### src/hdl/pba_pkg.sv
// Shared types and codes for the power-of-two bucket allocator.
package pba_pkg;

    // bucket index width, enough for 32 size classes
    localparam int BKT_W = 5;

    // result status codes
    localparam logic [1:0] ST_OK   = 2'd0;
    localparam logic [1:0] ST_ZERO = 2'd1;
    localparam logic [1:0] ST_HEAP = 2'd2;
    localparam logic [1:0] ST_POOL = 2'd3;

    // request kinds
    localparam logic CMD_ALLOC = 1'b0;
    localparam logic CMD_FREE  = 1'b1;

    // configuration register indexes
    localparam logic CFG_BASE  = 1'b0;
    localparam logic CFG_HSIZE = 1'b1;

    typedef enum logic [3:0] {
        S_IDLE,
        S_DECODE,
        S_DISPATCH,
        S_POP,
        S_FREE_WR,
        S_GROW,
        S_LIST,
        S_LINK,
        S_TAIL,
        S_DONE
    } state_t;

    // controller to datapath commands
    typedef struct packed {
        logic       load;
        logic       decode;
        logic       pop_rd;
        logic       pop_wr;
        logic       free_wr;
        logic       grow;
        logic       list_step;
        logic       link_wr;
        logic       tail_wr;
        logic       set_status;
        logic [1:0] status_code;
    } cmd_t;

    // datapath to controller status
    typedef struct packed {
        logic is_free;
        logic zero_size;
        logic bkt_over;
        logic head_null;
        logic pool_empty;
        logic overrun;
        logic list_more;
        logic listed;
    } stat_t;

endpackage

### src/hdl/pba_ctrl.sv
// Sequencing state machine of the bucket allocator.
module pba_ctrl (
    input  logic           aclk,
    input  logic           aresetn,
    input  logic           in_valid,
    output logic           in_ready,
    input  logic           out_free,
    output logic           out_load,
    input  pba_pkg::stat_t stat,
    output pba_pkg::cmd_t  cmd
);
    import pba_pkg::*;

    state_t state_reg, state_next;

    // hold state
    always_ff @(posedge aclk) begin
        if (!aresetn) begin
            state_reg <= S_IDLE;
        end else begin
            state_reg <= state_next;
        end
    end

    // next state
    always_comb begin
        state_next = state_reg;
        unique case (state_reg)
            S_IDLE:     if (in_valid) state_next = S_DECODE;
            S_DECODE:   state_next = S_DISPATCH;
            S_DISPATCH: begin
                priority if (!stat.is_free && (stat.zero_size || stat.bkt_over))
                    state_next = S_DONE;
                else if (stat.is_free && (stat.bkt_over || stat.pool_empty))
                    state_next = S_DONE;
                else if (stat.is_free)
                    state_next = S_FREE_WR;
                else if (stat.head_null)
                    state_next = S_GROW;
                else
                    state_next = S_POP;
            end
            S_POP:      state_next = S_DONE;
            S_FREE_WR:  state_next = S_DONE;
            S_GROW:     state_next = (stat.overrun || stat.pool_empty) ? S_DONE : S_LIST;
            S_LIST: begin
                priority if (stat.list_more) state_next = S_LINK;
                else if (stat.listed)        state_next = S_TAIL;
                else                         state_next = S_DONE;
            end
            S_LINK:     state_next = S_LIST;
            S_TAIL:     state_next = S_DONE;
            S_DONE:     if (out_free) state_next = S_IDLE;
            default:    state_next = S_IDLE;
        endcase
    end

    // command outputs
    always_comb begin
        cmd      = '0;
        in_ready = 1'b0;
        out_load = 1'b0;
        unique case (state_reg)
            S_IDLE: begin
                in_ready = 1'b1;
                cmd.load = in_valid;
            end
            S_DECODE: cmd.decode = 1'b1;
            S_DISPATCH: begin
                priority if (!stat.is_free && stat.zero_size) begin
                    cmd.set_status  = 1'b1;
                    cmd.status_code = ST_ZERO;
                end else if (!stat.is_free && stat.bkt_over) begin
                    cmd.set_status  = 1'b1;
                    cmd.status_code = ST_HEAP;
                end else if (stat.is_free && stat.bkt_over) begin
                    cmd.set_status  = 1'b1;
                    cmd.status_code = ST_OK;
                end else if (stat.is_free && stat.pool_empty) begin
                    cmd.set_status  = 1'b1;
                    cmd.status_code = ST_POOL;
                end else if (!stat.is_free && !stat.head_null) begin
                    cmd.pop_rd = 1'b1;
                end
            end
            S_POP: begin
                cmd.pop_wr      = 1'b1;
                cmd.set_status  = 1'b1;
                cmd.status_code = ST_OK;
            end
            S_FREE_WR: begin
                cmd.free_wr     = 1'b1;
                cmd.set_status  = 1'b1;
                cmd.status_code = ST_OK;
            end
            S_GROW: begin
                cmd.grow = 1'b1;
                priority if (stat.overrun) begin
                    cmd.set_status  = 1'b1;
                    cmd.status_code = ST_HEAP;
                end else if (stat.pool_empty) begin
                    cmd.set_status  = 1'b1;
                    cmd.status_code = ST_POOL;
                end
            end
            S_LIST: begin
                priority if (stat.list_more) begin
                    cmd.list_step = 1'b1;
                end else if (!stat.listed) begin
                    cmd.set_status  = 1'b1;
                    cmd.status_code = ST_OK;
                end
            end
            S_LINK: cmd.link_wr = 1'b1;
            S_TAIL: begin
                cmd.tail_wr     = 1'b1;
                cmd.set_status  = 1'b1;
                cmd.status_code = ST_OK;
            end
            S_DONE:  out_load = out_free;
            default: ;
        endcase
    end

endmodule

### config.mk
export PLATFORM = sky130hd
export DESIGN_NAME = pba_ctrl
export DESIGN_NICKNAME = d
export VERILOG_FILES = /design/src/hdl/pba_pkg.sv /design/src/hdl/pba_ctrl.sv
export SDC_FILE = /design/constraint.sdc
export NUM_CORES = 1
export LEC_CHECK = 0
export BUFFER_PORTS_ARGS = -buffer_cell sky130_fd_sc_hd__buf_2
export CAP_MARGIN = 20
export CORE_AREA = 2 2 39 41
export CTS_CLUSTER_DIAMETER = 60
export DETAILED_ROUTE_END_ITERATION = 6
export DIE_AREA = 0 0 41 43
export PLACE_DENSITY = 0.68
export SYNTH_ARGS = -nofsm -noshare
export SYNTH_HDL_FRONTEND = slang
export SYNTH_SLANG_ARGS = --single-unit
### constraint.sdc
create_clock -name aclk -period 1.6 [get_ports aclk]
set_input_delay 0.32 -clock aclk [delete_from_list [all_inputs] [get_ports aclk]]
set_output_delay 0.32 -clock aclk [all_outputs]
set_load 0.01 [all_outputs]
==> reports/results.ini, run 1 <==
[cts]
numCtsBuffers = 3
clock_sinks = 4
clkTransAtPathRegs_ns = 0.04
cts_root_buf = clkbuf_4
ctsHoldBuffers = 0
clockBufferDepth = 2
htreeDepth = 1
cts_tree = yes
clkLatencyLatePin_ns = 0.23

[timing]
rsz0062_at_grt = yes
setup_slack_ns = -0.400
tightestPinTransition_ns = 0.280
slew_violations = 0
whs_ns = 0.350
slew-limit-headroom = 0.812
setup-violations-final = 6
final-hold-violation-count = 0
max_freq_mhz = 500
period_needed_ns = 2.00
fin_crit_sh = 1.25
clock_skew_ns = 0.00176

[route]
avgRoutedWirePerCell_um = 12.6
dr_wl_met3_um = 49
drt_iter0_drc = 11
num_vias = 668
routed_wl_mm = 1.63
drt-met1-wl_um = 739
wl_met2_um = 836
topRoutingLayerUsed = met3
drc = 0
first_pass_iters = 4
ant_nets = 0
via_per_inst = 5.18

[worst_setup_path]
worst_setup_path_start_kind = flop
critPathKind = reg2out
critical_path_peak_fanout = 5
critPathArrivalTime_ns = 1.68
required_ns = 1.28
end_kind = output pin

[logic_synthesis]
synth_ff_type = dfxtp_1
ys_seq_area_frac = 0.173
syn_area_um2 = 463
yosysUniqueCellTypes = 30
synth_top_area_frac = 0.173
synth_area_leaders = dfxtp_1, nor2_1, nor3_1
synth_most_common_cell = nor2_1
syn_inst = 65
synth_edf_count = 0
yosys_warnings = 0
synth_seq_cells = 4
synth_fp_nets = 77
ys_top_cells_by_count = nor2_1, nand2_1, nor3_1
synth_top_cell_by_area = dfxtp_1
syn_avg_cell_area_um2 = 7.12
synth-async-reset-ratio = 0

[place]
io_buffer_count = 25
hpwlAfterDp_mm = 1.19
gp_congestion = 0.743

[final_layout]
drive_gt1_frac = 0.628
nNetsFinal = 127
n_antenna_cell = 0
fillers = 116
area_delta_synth_final_pct = 89.2
final_core_util = 0.633
largest_register_ffs = 4

[die]
die_x_um = 41
num_rows = 14
die_h_um = 43
start_util = 0.335
core_um2 = 1380
dieArea_um2 = 1760
top_level_ports = 26

[grt]
grt_pass1_vias = 573
grt_max_degree = 10
antenna_found_initial = 0
grt_use_total = 0.182
grt-ovfl-total = 0
grt_pass1_wl_mm = 2.30

[run_status]
outcome = complete, but fails checks
failed_checks = setup timing

[pwr]
vdd_ir_drop_max_v = 0.000453
powerDensity_nw_per_um2 = 939
power.leakage_nw = 0.422

[job]
max_cap_viol_count = 0

[min_path]
min-delay-path-class = in2reg

## through the flow
step           setup WS, ns  power, mW  std cells  area (µm²)  setup TNS, ns
6_report             -0.400      0.823        129         876          -1.27
3_5_place_dp         -0.214      0.580        122         739         -0.445
3_3_place_gp         -0.196      0.572        122         739         -0.394
5_1_grt              -0.439      0.890        129         876          -1.83
2_1_floorplan        -0.225      0.399         65         475         -0.318
4_1_cts              -0.335      0.721        125         773          -1.23
## final cells by class
type	instances	area (µm²)	share of cell area
multi-input cells	53	389	0.444
repair buffers	49	339	0.387
flip-flops and latches	4	90.1	0.103
clock buffers	3	22.5	0.0257
well taps	16	20.0	0.0229
inverters	4	15.0	0.0171
## critical path: stages (launching register included)
cell and delay, ns:
dfxtp_4 0.36, or2_4 0.23, or2_4 0.26, o32a_1 0.30
o22ai_2 0.15, buf_2 0.16
## worst paths after layout
path | startpoint | endpoint | slack, ns | cells after the start
hold / removal | aresetn | state_reg[2] | 0.35 | 2
setup reg to reg | state_reg[3] | state_reg[1] | 0.09 | 6
setup / recovery | state_reg[3] | cmd[0] | -0.40 | 5
hold reg to reg | state_reg[3] | state_reg[0] | 0.70 | 3
## routing by layer
layer	vias to the layer above	GRT usage
met5	-	0
met4	0	0.0600
met3	0	0.0314
met2	13	0.278
met1	315	0.249
li1	340	-
## what timing repair did
item,4_1_cts,5_1_grt
setup endpoints to repair,8,14
resized for setup,4,20
gates cloned,0,0
pin swaps,2,4
buffers inserted,0,5
## cells by family after synthesis
kind of cell | synth area share
AND/OR/NAND/NOR | 0.376
AO/OA/AOI/OAI | 0.308
buffers and inverters | 0.100
flip-flops | 0.173
XOR/XNOR | 0.0189
multiplexers | 0.0243
## cells in the final DEF, fill, tap and decap left out, types with 3 or more instances in the layout
master,n
nand2_1,6
nand2b_1,3
inv_1,3
buf_6,7
buf_4,20
or2_4,3
nor3_2,3
clkbuf_4,3
a21oi_1,4
nor2_1,7
buf_2,22
## where the power goes
part           total [mW]  switching (mW)  internal, mW
logic               0.552           0.251         0.301
registers           0.151          0.0262         0.124
clock network       0.120          0.0364        0.0836
total               0.823           0.314         0.509
(Power assumes the default switching activity.)
==> run 2: changes to the inputs <==
Settings changed: CELL_PAD_IN_SITES_DETAIL_PLACEMENT set to 2, CELL_PAD_IN_SITES_GLOBAL_PLACEMENT set to 2, CORE_AREA 2 2 39 41 to not set, CORE_ASPECT_RATIO set to 0.6, CORE_UTILIZATION set to 19, DIE_AREA 0 0 41 43 to not set, PLACE_DENSITY 0.68 to not set, PLACE_DENSITY_LB_ADDON set to 0.1, REMOVE_ABC_BUFFERS set to 1.
==> run 2 against run 1 <==
- the run still ends with setup timing left
- core utilization decreased by 21 points
- routed wire length increased by 49%
- sequential power about the same
- global-route usage decreased by 0.22 points
- cell area increased by 8.3%
- hold slack improved by 0.032 ns
- critical path depth unchanged
==> reports/results.ini, run 2 (synthesis results as in run 1) <==
[worst_setup_path]
max_stage_delay_ns = 0.49
critPathBufInv = 1
crit_chain = xnor2_2 > o22a_1 > nor2_1 > or4_1 > buf_2
slowest_stage = or4_1
reg2reg_from = state_reg[3]
critPathTopFamily = simple AND/OR/NAND/NOR gates
cp.depth = 5
end_kind = output pin
critPathArrivalTime_ns = 1.64
critical_path_peak_fanout = 5
cp-startpoint = state_reg[2]
critPathKind = reg2out
worst_setup_path_start_kind = flop
required_ns = 1.28
r2r_cells = 6

[cts]
ctsHoldBuffers = 0
cts_root_buf = clkbuf_8
clock_sinks = 4
cts_tree = yes
htreeDepth = 1
numCtsBuffers = 3
clkTransAtPathRegs_ns = 0.03
clockBufferDepth = 2
clkLatencyLatePin_ns = 0.21

[run_status]
failed_checks = setup timing
outcome = complete, but fails checks

[place]
placed_cell_area_um2 = 774
io_buffer_count = 25
post-place-ws_ns = -0.169
gp_congestion = 0.845
hpwlAfterDp_mm = 1.78
dp.cells = 140

[timing]
fin_crit_sh = 1.22
final-hold-violation-count = 0
setup-violations-final = 12
setup_slack_ns = -0.356
period_needed_ns = 1.96
slew_violations = 0
rsz0062_at_grt = yes
slew-limit-headroom = 0.787
clock_skew_ns = 0.000774
max_freq_mhz = 511
tightestPinTransition_ns = 0.318

[grt]
grt-ovfl-total = 0
grt_pass1_vias = 649
grt_pass1_wl_mm = 3.37
antenna_found_initial = 0
grt_use_total = 0.180
grt_max_degree = 9

[pwr]
power.leakage_nw = 0.460
powerDensity_nw_per_um2 = 1080
vdd_ir_drop_max_v = 0.000576

[final_layout]
drive_gt1_frac = 0.622
final_cell_area_um2 = 948
instances_no_fill = 149
layout_common_cells = buf_4, buf_2, nor2_1
nNetsFinal = 133
mostFrequentLayoutCell = buf_4
largest_register_ffs = 4
n_antenna_cell = 0
area_delta_synth_final_pct = 105
fillers = 258

[die]
die_h_um = 40.2
die_x_um = 65.7
start_util = 0.208
core_um2 = 2230
dieArea_um2 = 2640
num_rows = 13
top_level_ports = 26

[route]
ant_nets = 0
via_per_inst = 4.62
wl_met2_mm = 1.17
routed_wl_mm = 2.43
drt_iter0_drc = 11
dr_wl_met3_um = 50
first_pass_iters = 3
avgRoutedWirePerCell_um = 16.3
drt-met1-wl_mm = 1.21
topRoutingLayerUsed = met3
drc = 0
num_vias = 688

[job]
max_cap_viol_count = 0

[min_path]
hold_depth = 2
hold_start = aresetn
min-delay-path-class = in2reg

==> run 2: worst register-to-register path: stages, from the launching register on <==
cell,delay [ns]
dfxtp_2,0.34
or2_4,0.24
buf_4,0.14
buf_8,0.13
buf_4,0.13
a211oi_1,0.29
o41a_1,0.19
==> run 2: cell type report <==
type,count,area [µm²],share of cell area
sequential,4,86.3,0.0910
clock buffer,3,41.3,0.0435
multi-input combinational,53,397,0.418
inverter,4,15.0,0.0158
tap,30,37.5,0.0396
timing repair buffer,55,372,0.392
==> run 2: routing by layer <==
metal	vias up	GRT usage
met3	0	0.0114
met5	-	0
met2	11	0.270
met1	331	0.268
li1	346	-
met4	0	0.0652
==> run 2: stage by stage <==
| stage | hold slack [ns] | util | setup TNS, ns | power [mW] |
|---|---|---|---|---|
| 2_1_floorplan | 0.438 | - | -0.415 | 0.346 |
| 3_3_place_gp | 0.602 | 0.348 | -0.445 | 0.600 |
| 3_5_place_dp | 0.612 | 0.348 | -0.475 | 0.617 |
| 4_1_cts | 0.378 | 0.385 | -1.63 | 0.894 |
| 5_1_grt | 0.385 | 0.426 | -2.89 | 1.09 |
| 6_report | 0.382 | 0.426 | -2.12 | 1.03 |
==> run 2: path summary, 6_finish.rpt <==
check	slack, ns	endpoint
min reg2reg	0.72	state_reg[1]
max reg2reg	0.08	state_reg[0]
min	0.38	state_reg[2]
max	-0.36	cmd[2]
==> run 2: where the power goes <==
part	switching (mW)	total, mW	internal [mW]
sequential	0.0281	0.150	0.122
clock	0.0492	0.209	0.160
combinational	0.300	0.666	0.365
==> run 2: what timing repair did <==
item | in CTS | in global routing
pin swaps | 1 | 5
endpoints found under the setup margin | 10 | 12
buffers inserted | 2 | 4
resized for setup | 8 | 14
==> run 3: changes to the inputs <==
Settings changed: CELL_PAD_IN_SITES_DETAIL_PLACEMENT 2 to 0.
==> run 3 against run 2 <==
- core utilization fell by 0.51 points
- critical endpoint is now cmd[0]
- highest routed layer unchanged
- critical path depth unchanged
- the run still ends with setup timing left
- cell area shrank 1.2%
- fmax is 0.27% higher
- clock power shrank 2%
- routed wire length is 31% lower
- hold slack got worse by 0.0038 ns
- via count is 5.7% lower
- first-iteration DRC count increased by 120%
- combinational power down 17%
- power fell by 11%
==> reports/results.ini, run 3 (synthesis results as in run 1) <==
[die]
num_rows = 13
top_level_ports = 26
core_um2 = 2230
die_x_um = 65.7
die_h_um = 40.2
start_util = 0.208
dieArea_um2 = 2640

[timing]
setup_slack_ns = -0.351
whs_ns = 0.378
rsz0062_at_grt = yes
clock_skew_ns = 0.000955
setup-violations-final = 7
period_needed_ns = 1.95
max_freq_mhz = 513
final-hold-violation-count = 0
slew-limit-headroom = 0.802
slew_violations = 0
fin_crit_sh = 1.22
tightestPinTransition_ns = 0.293

[pwr]
power_switching_share = 0.352
power.leakage_nw = 0.445
power.internal_mw = 0.590
p_sw_mw = 0.321
seq_power_share = 0.167
p_comb_frac = 0.607
pwr-share-clk = 0.225
vdd_ir_drop_max_v = 0.000561
powerDensity_nw_per_um2 = 973

[cts]
cts_tree = yes
cts_root_buf = clkbuf_8
numCtsBuffers = 3
clock_sinks = 4
ctsHoldBuffers = 0
htreeDepth = 1
clkLatencyLatePin_ns = 0.21
clockBufferDepth = 2
clkTransAtPathRegs_ns = 0.03

[worst_setup_path]
critPathArrivalTime_ns = 1.63
critical_path_peak_fanout = 5
max_stage_delay_ns = 0.36
r2r_cells = 6
cp_common_cell = or2_4
end_kind = output pin
required_ns = 1.28
critPathKind = reg2out
slowest_stage = dfxtp_4
crit_chain = or2_4 > or2_4 > o32a_1 > o22ai_1 > buf_2
worst_setup_path_start_kind = flop
rrSetupSlack_ns = 0.07

[final_layout]
area_delta_synth_final_pct = 102
instances_no_fill = 146
largest_register_ffs = 4
nNetsFinal = 130
drive_gt1_frac = 0.612
layout_common_cells = buf_2, buf_4, nor2_1
fillers = 238
final_core_util = 0.421
final_cell_area_um2 = 937
n_antenna_cell = 0

[place]
placed_cell_area_um2 = 774
dp.cells = 140
hpwlAfterDp_mm = 1.30
gp_congestion = 0.845
io_buffer_count = 25

[route]
num_vias = 649
drc = 0
ant_nets = 0
drt_iter0_drc = 24
first_pass_iters = 4
routed_wl_mm = 1.67
avgRoutedWirePerCell_um = 11.5
via_per_inst = 4.45

[job]
max_cap_viol_count = 0

[grt]
grt_pass1_vias = 557
grt-ovfl-total = 0
grt_use_total = 0.132
grt_pass1_wl_mm = 2.60
grt_max_degree = 9
antenna_found_initial = 0

[min_path]
hold_depth = 2
min-delay-path-class = in2reg

[run_status]
outcome = complete, but fails checks
failed_checks = setup timing

run 3: power by group through the flow:
stage                     Clock [mW]  Sequential [mW]  Combinational [mW]
after global placement             0            0.139               0.461
final                          0.205            0.152               0.554
after CTS                      0.215            0.144               0.517
after floorplan                    0            0.150               0.196
after detailed placement           0            0.141               0.453
after global routing           0.216            0.156               0.608
run 3: final timing paths:
kind | startpoint | end
max | state_reg[3] | cmd[0]
min | aresetn | state_reg[1]
max reg2reg | state_reg[3] | state_reg[1]
min reg2reg | state_reg[3] | state_reg[0]
run 3: worst max-delay path, delay by kind of cell (launching register included):
family	cells	cell delay (ns)
AO/OA/AOI/OAI	2	0.42
buffers and inverters	1	0.15
flip-flops	1	0.36
AND/OR/NAND/NOR	2	0.48
run 3: layout make-up:
cell class / instances / area, µm² / area share
multi-input cells: 53 / 398 / 0.425
repair buffers: 52 / 355 / 0.379
flip-flops and latches: 4 / 90.1 / 0.0961
clock buffers: 3 / 41.3 / 0.0441
well taps: 30 / 37.5 / 0.0401
inverters: 4 / 15.0 / 0.0160
run 3: repair_timing:
action / in CTS / in global routing
setup buffers: 3 / 1
resized for setup: 16 / 10
endpoints found under the setup margin: 7 / 13
pin swaps: 4 / 4
run 3: per-layer routing:
| layer | vias up | GRT usage | wire length (µm) |
|---|---|---|---|
| met5 | - | 0 | 0 |
| met4 | 0 | 0.0652 | 0 |
| met3 | 0 | 0.0170 | 83 |
| met2 | 13 | 0.181 | 651 |
| met1 | 292 | 0.199 | 937 |
| li1 | 344 | - | - |
run 3: stage by stage:
| step | worst slack, ns | power [mW] | TNS, ns |
|---|---|---|---|
| final | -0.351 | 0.911 | -1.52 |
| after global routing | -0.389 | 0.980 | -1.94 |
| after CTS | -0.332 | 0.877 | -1.38 |
| after detailed placement | -0.170 | 0.594 | -0.439 |
| after global placement | -0.188 | 0.600 | -0.445 |
| after floorplan | -0.214 | 0.346 | -0.415 |
